===== config.mk =====
export PLATFORM = sky130hd
export DESIGN_NAME = vmu_sqrt
export DESIGN_NICKNAME = d
export VERILOG_FILES = /design/src/rtl/vmu_pkg.sv /design/src/rtl/vmu_sqrt.sv
export SDC_FILE = /design/constraint.sdc
export NUM_CORES = 2
export LEC_CHECK = 0
export BUFFER_PORTS_ARGS = -buffer_cell sky130_fd_sc_hd__buf_2
export CAP_MARGIN = 10
export CELL_PAD_IN_SITES_DETAIL_PLACEMENT = 1
export CELL_PAD_IN_SITES_GLOBAL_PLACEMENT = 2
export CORE_ASPECT_RATIO = 1.25
export CORE_UTILIZATION = 30
export CTS_CLUSTER_DIAMETER = 50
export DETAILED_ROUTE_END_ITERATION = 10
export GPL_TIMING_DRIVEN = 0
export HOLD_SLACK_MARGIN = 0.03
export PLACE_DENSITY_LB_ADDON = 0.1
export SETUP_SLACK_MARGIN = 0.1
export SYNTH_ARGS = -nofsm -noshare
export SYNTH_HDL_FRONTEND = slang
export SYNTH_SLANG_ARGS = --single-unit

===== constraint.sdc =====
create_clock -name clock -period 5.39 [get_ports clock]
set_input_delay 0.8085 -clock clock [delete_from_list [all_inputs] [get_ports clock]]
set_output_delay 0.8085 -clock clock [all_outputs]
set_load 0.02 [all_outputs]

===== src/rtl/vmu_pkg.sv =====
// Shared types, widths and a helper function of the vector math unit.
`timescale 1ns / 1ps

package vmu_pkg;

   localparam int FRAC_BITS  = 16;
   localparam int WORD_BITS  = 32;
   localparam int DW         = (WORD_BITS > 32) ? 32 : WORD_BITS;
   localparam int PROD_W     = 2 * DW;
   localparam int SUM_W      = PROD_W + 2;
   localparam int DIVD_W     = DW + FRAC_BITS;
   localparam int QUOT_W     = FRAC_BITS + 1;
   localparam int SQRT_STEPS = DW;
   localparam int DIV_STEPS  = QUOT_W;
   localparam int THR_W      = 31;

   typedef enum logic [2:0] {
      CMD_NORM      = 3'd0,
      CMD_NORMALIZE = 3'd1,
      CMD_DOT       = 3'd2,
      CMD_CROSS     = 3'd3,
      CMD_SCALE     = 3'd4,
      CMD_ZERO      = 3'd5
   } cmd_type;

   typedef struct packed {
      logic [2:0]           command;
      logic signed [DW-1:0] a_x;
      logic signed [DW-1:0] a_y;
      logic signed [DW-1:0] a_z;
      logic signed [DW-1:0] b_x;
      logic signed [DW-1:0] b_y;
      logic signed [DW-1:0] b_z;
      logic signed [DW-1:0] factor;
   } req_type;

   typedef struct packed {
      logic signed [DW-1:0] r_x;
      logic signed [DW-1:0] r_y;
      logic signed [DW-1:0] r_z;
      logic signed [DW-1:0] scalar_out;
      logic                 too_small;
      logic                 is_zero;
      logic                 saturated;
   } rsp_type;

   // Operands handed to one lane: its own component and two product pairs.
   typedef struct packed {
      logic signed [DW-1:0] comp;
      logic signed [DW-1:0] p0a;
      logic signed [DW-1:0] p0b;
      logic signed [DW-1:0] p1a;
      logic signed [DW-1:0] p1b;
   } lane_op_type;

   typedef struct packed {
      logic [PROD_W-1:0]        sq;
      logic signed [PROD_W-1:0] m0;
      logic signed [PROD_W-1:0] m1;
   } lane_prod_type;

   function automatic logic [DW-1:0] mag(input logic signed [DW-1:0] v);
      mag = v[DW-1] ? (~v + DW'(1)) : v;
   endfunction

endpackage


===== src/rtl/vmu_sqrt.sv =====
// Pipelined integer square root, one result bit per stage.
`timescale 1ns / 1ps

module vmu_sqrt
   import vmu_pkg::*;
(
   input  logic              clock,
   input  logic [PROD_W-1:0] radicand,
   output logic [DW-1:0]     root
);

   logic [PROD_W-1:0] x_ff   [SQRT_STEPS];
   logic [PROD_W-1:0] res_ff [SQRT_STEPS];

   for (genvar k = 0; k < SQRT_STEPS; k++) begin : g_step
      localparam logic [PROD_W-1:0] BIT = PROD_W'(1) << (PROD_W - 2 - 2 * k);
      logic [PROD_W-1:0] src_x;
      logic [PROD_W-1:0] src_r;
      logic [PROD_W-1:0] trial;

      if (k == 0) begin : g_first
         assign src_x = radicand;
         assign src_r = '0;
      end else begin : g_next
         assign src_x = x_ff[k-1];
         assign src_r = res_ff[k-1];
      end

      assign trial = src_r + BIT;

      always_ff @(posedge clock) begin
         if (src_x >= trial) begin
            x_ff[k]   <= src_x - trial;
            res_ff[k] <= (src_r >> 1) + BIT;
         end else begin
            x_ff[k]   <= src_x;
            res_ff[k] <= src_r >> 1;
         end
      end
   end

   assign root = res_ff[SQRT_STEPS-1][DW-1:0];

endmodule


==> impl_metrics.env <==
export IMPL_worstSetupPathType="flip-flop to flip-flop"
export IMPL_vdd_ir_drop_worst_uv=299.2
export IMPL_synth_cell_type_count=89
export IMPL_nets=10740
export IMPL_drive_above_1_share=0.08646
export IMPL_setup_slack_ns=0.2299
export IMPL_cp_data_arrival_time_ns=5.86
export IMPL_cts_buffers=326
export IMPL_hold_path_class="input pin to flip-flop"
export IMPL_preCtsSetupSlack_ns=-1.169
export IMPL_ys_seq_elements=2512
export IMPL_max_freq_mhz=193.8
export IMPL_path_clk_slew_ns=0.06
export IMPL_period_share=0.9574
export IMPL_max_cap_viol_count=0
export IMPL_die_y_um=633.1
export IMPL_finClkSkew_ns=0.08648
export IMPL_met3_length_mm=7.813
export IMPL_drc=0
export IMPL_core_mm2=0.3168
export IMPL_antenna_found_initial=7
export IMPL_wl_met1_mm=111.1
export IMPL_cp_top_family="simple AND/OR/NAND/NOR gates"
export IMPL_post_dp_hpwl_mm=246.8
export IMPL_antenna_left=0
export IMPL_grt_pass1_wl_mm=464.4
export IMPL_postSynthAreaPerCell_um2=9.948
export IMPL_synth_edf_count=0
export IMPL_cp_start_kind="flip-flop"
export IMPL_vias=69630
export IMPL_syn_to_final_growth_pct=18.49
export IMPL_via_per_inst=4.777
export IMPL_synthesis_area_mm2=0.09559
export IMPL_drtIter0Drc=2419
export IMPL_hold_viol_final=0
export IMPL_portBuffers=96
export IMPL_h_tree_depth=5
export IMPL_dieWidth_um=506.9
export IMPL_grt_setup_unrepaired="false"
export IMPL_crit_required_ns=6.09
export IMPL_cts_tree="yes"
export IMPL_track_usage=0.1886
export IMPL_syn_num_nets=10230
export IMPL_slowest_delay_ns=0.66
export IMPL_crit_path_top_delay_cell="nor4_2"
export IMPL_hp_start="radicand[63]"
export IMPL_wl_per_cell_um=21.04
export IMPL_crit_fanout=10
export IMPL_maxSlewViolCount=0
export IMPL_maxSlewHeadroom=0.1226
export IMPL_root_buffer="clkbuf_16"
export IMPL_setup_viol=0
export IMPL_worst_path_buf_inv=4
export IMPL_grt_pass1_vias=76950
export IMPL_wirelength_mm=306.6
export IMPL_ys_seq_area_frac=0.5261
export IMPL_crit_start="res_ff[1][735]"
export IMPL_num_rows=231
export IMPL_hold_slack_ns=0.1698
export IMPL_dr_pass1_iters=5
export IMPL_ys_flop_type="dfxtp_1"
export IMPL_power_density_mw_per_mm2=560.7
export IMPL_dr_wl_met2_mm=170.8
export IMPL_crit_path_cell_trace="inv_1 > ha_1 > clkbuf_1 > nand4_1 > nor4_2 > nand4_1 > nand4b_1 > nor3b_1 > nand2_1 > clkbuf_2 > clkdlybuf4s15_2 > a21oi_1"
export IMPL_clk_latency_ns=0.92
export IMPL_status="finished, final reports clean"
export IMPL_yosys_warnings=0
export IMPL_grt_max_degree=18
export IMPL_dr_max_layer_used="met4"
export IMPL_cts_sinks=2512
export IMPL_ys_async_sr_fraction=0
export IMPL_start_util=0.3018
export IMPL_clk_path_buf_depth=4
export IMPL_final_cell_mix="dfxtp_1 (2512), inv_1 (688), nor2_1 (663)"
export IMPL_gr_total_overflow=0
export IMPL_crit_path_end_kind="flip-flop"
export IMPL_synth_cells=9609
export IMPL_period_minus_slack_ns=5.160
export IMPL_finalWeightedCongestion=0.8620
export IMPL_r2r_start="res_ff[1][735]"
export IMPL_setup_tns_ns=0
export IMPL_crit_path_frequent_cell="nand4_1"
export IMPL_fill_cells=35480
export IMPL_dieArea_mm2=0.3209
export IMPL_cellLeakagePower_nw=50.24
export IMPL_worstMarginPinSlew_ns=1.302
export IMPL_mostFrequentLayoutCell="dfxtp_1"
export IMPL_io_pins=97
## tightest hold or removal path, cell delays in order
cell and delay, ns:
buf_2 0.09, nor2_1 0.04, a21oi_1 0.10
## path summary, 6_finish.rpt
path,end,slack (ns),depth (start not counted)
setup / recovery,x_ff[1][803],0.23,12
hold / removal,x_ff[0][63],0.17,3
setup reg to reg,x_ff[1][803],0.23,12
hold reg to reg,res_ff[1][793],0.30,0
## flip-flops by register name, indices dropped and copies added (netlist names)
name    flops
res_ff    528
x_ff     1984
## final cells by class
type                       instances  area, um2  share of cell area
buffer                           191      814.5            0.007192
clock inverter                   178       2063             0.01822
sequential                      2512      50290              0.4440
clock buffer                     408       8940             0.07893
inverter                         693       2601             0.02297
antenna                            6      15.01           0.0001326
multi-input combinational       6212      42040              0.3712
tap                             4194       5248             0.04633
timing repair buffer             181       1252             0.01106
## kinds of logic (layout without fill, tap and decap cells)
logic type,after synthesis,count (layout),share of synthesized area
xor+xnor,885,885,0.08109
flops,2512,2512,0.5261
buf+inv,885,1651,0.03534
simple gates,2845,2845,0.1543
fa+ha+maj,558,558,0.07304
other cells,0,6,0
compound gates,1809,1809,0.1167
mux,115,115,0.01346
## synth_stat cells, drive strengths merged (170+ instances only)
cell   instances  area share
nand2        592       0.023
a21o         211       0.017
xnor2        520       0.048
ha           558       0.073
a21oi        658       0.035
o21ai        412       0.022
xor2         365       0.033
inv          693       0.027
nor4         336       0.022
dfxtp       2512        0.53
nor2         664       0.026
nand4        170       0.011
nand3        178      0.0093
nor3         227       0.012
## through the flow
stage / power [mW] / cells / util / area (um2)
2_1_floorplan: 36.47 / 9609 / - / 95590
3_3_place_gp: 42.04 / 13900 / 0.3198 / 101300
3_5_place_dp: 42.12 / 13920 / 0.3205 / 101500
4_1_cts: 64.51 / 14570 / 0.3575 / 113200
5_1_grt: 67.37 / 14570 / 0.3575 / 113300
6_report: 63.51 / 14580 / 0.3576 / 113300
## power breakdown
part | internal [mW] | leakage [nW] | total [mW] | switching [mW]
Combinational | 6.43 | 23.8 | 15.1 | 8.71
Clock | 13.2 | 5.38 | 21.8 | 8.60
Sequential | 22.8 | 21.0 | 26.6 | 3.74
Total | 42.5 | 50.2 | 63.5 | 21.0
## repair_timing
action / CTS / global route
endpoints found under the setup margin: 99 / 6
resized for setup: 17 / 2
pin swaps: 2 / 0
endpoints found under the hold margin: 62 / 0
hold buffers: 62 / 0
buffers inserted: 3 / 0
## layer usage
metal | track usage | vias to the layer above
met5 | 0 | -
met4 | 0.09895 | 0
met3 | 0.02480 | 656
met2 | 0.3834 | 970
met1 | 0.1799 | 33380
li1 | - | 34620
Note: power is estimated with default switching activity, not from simulation.
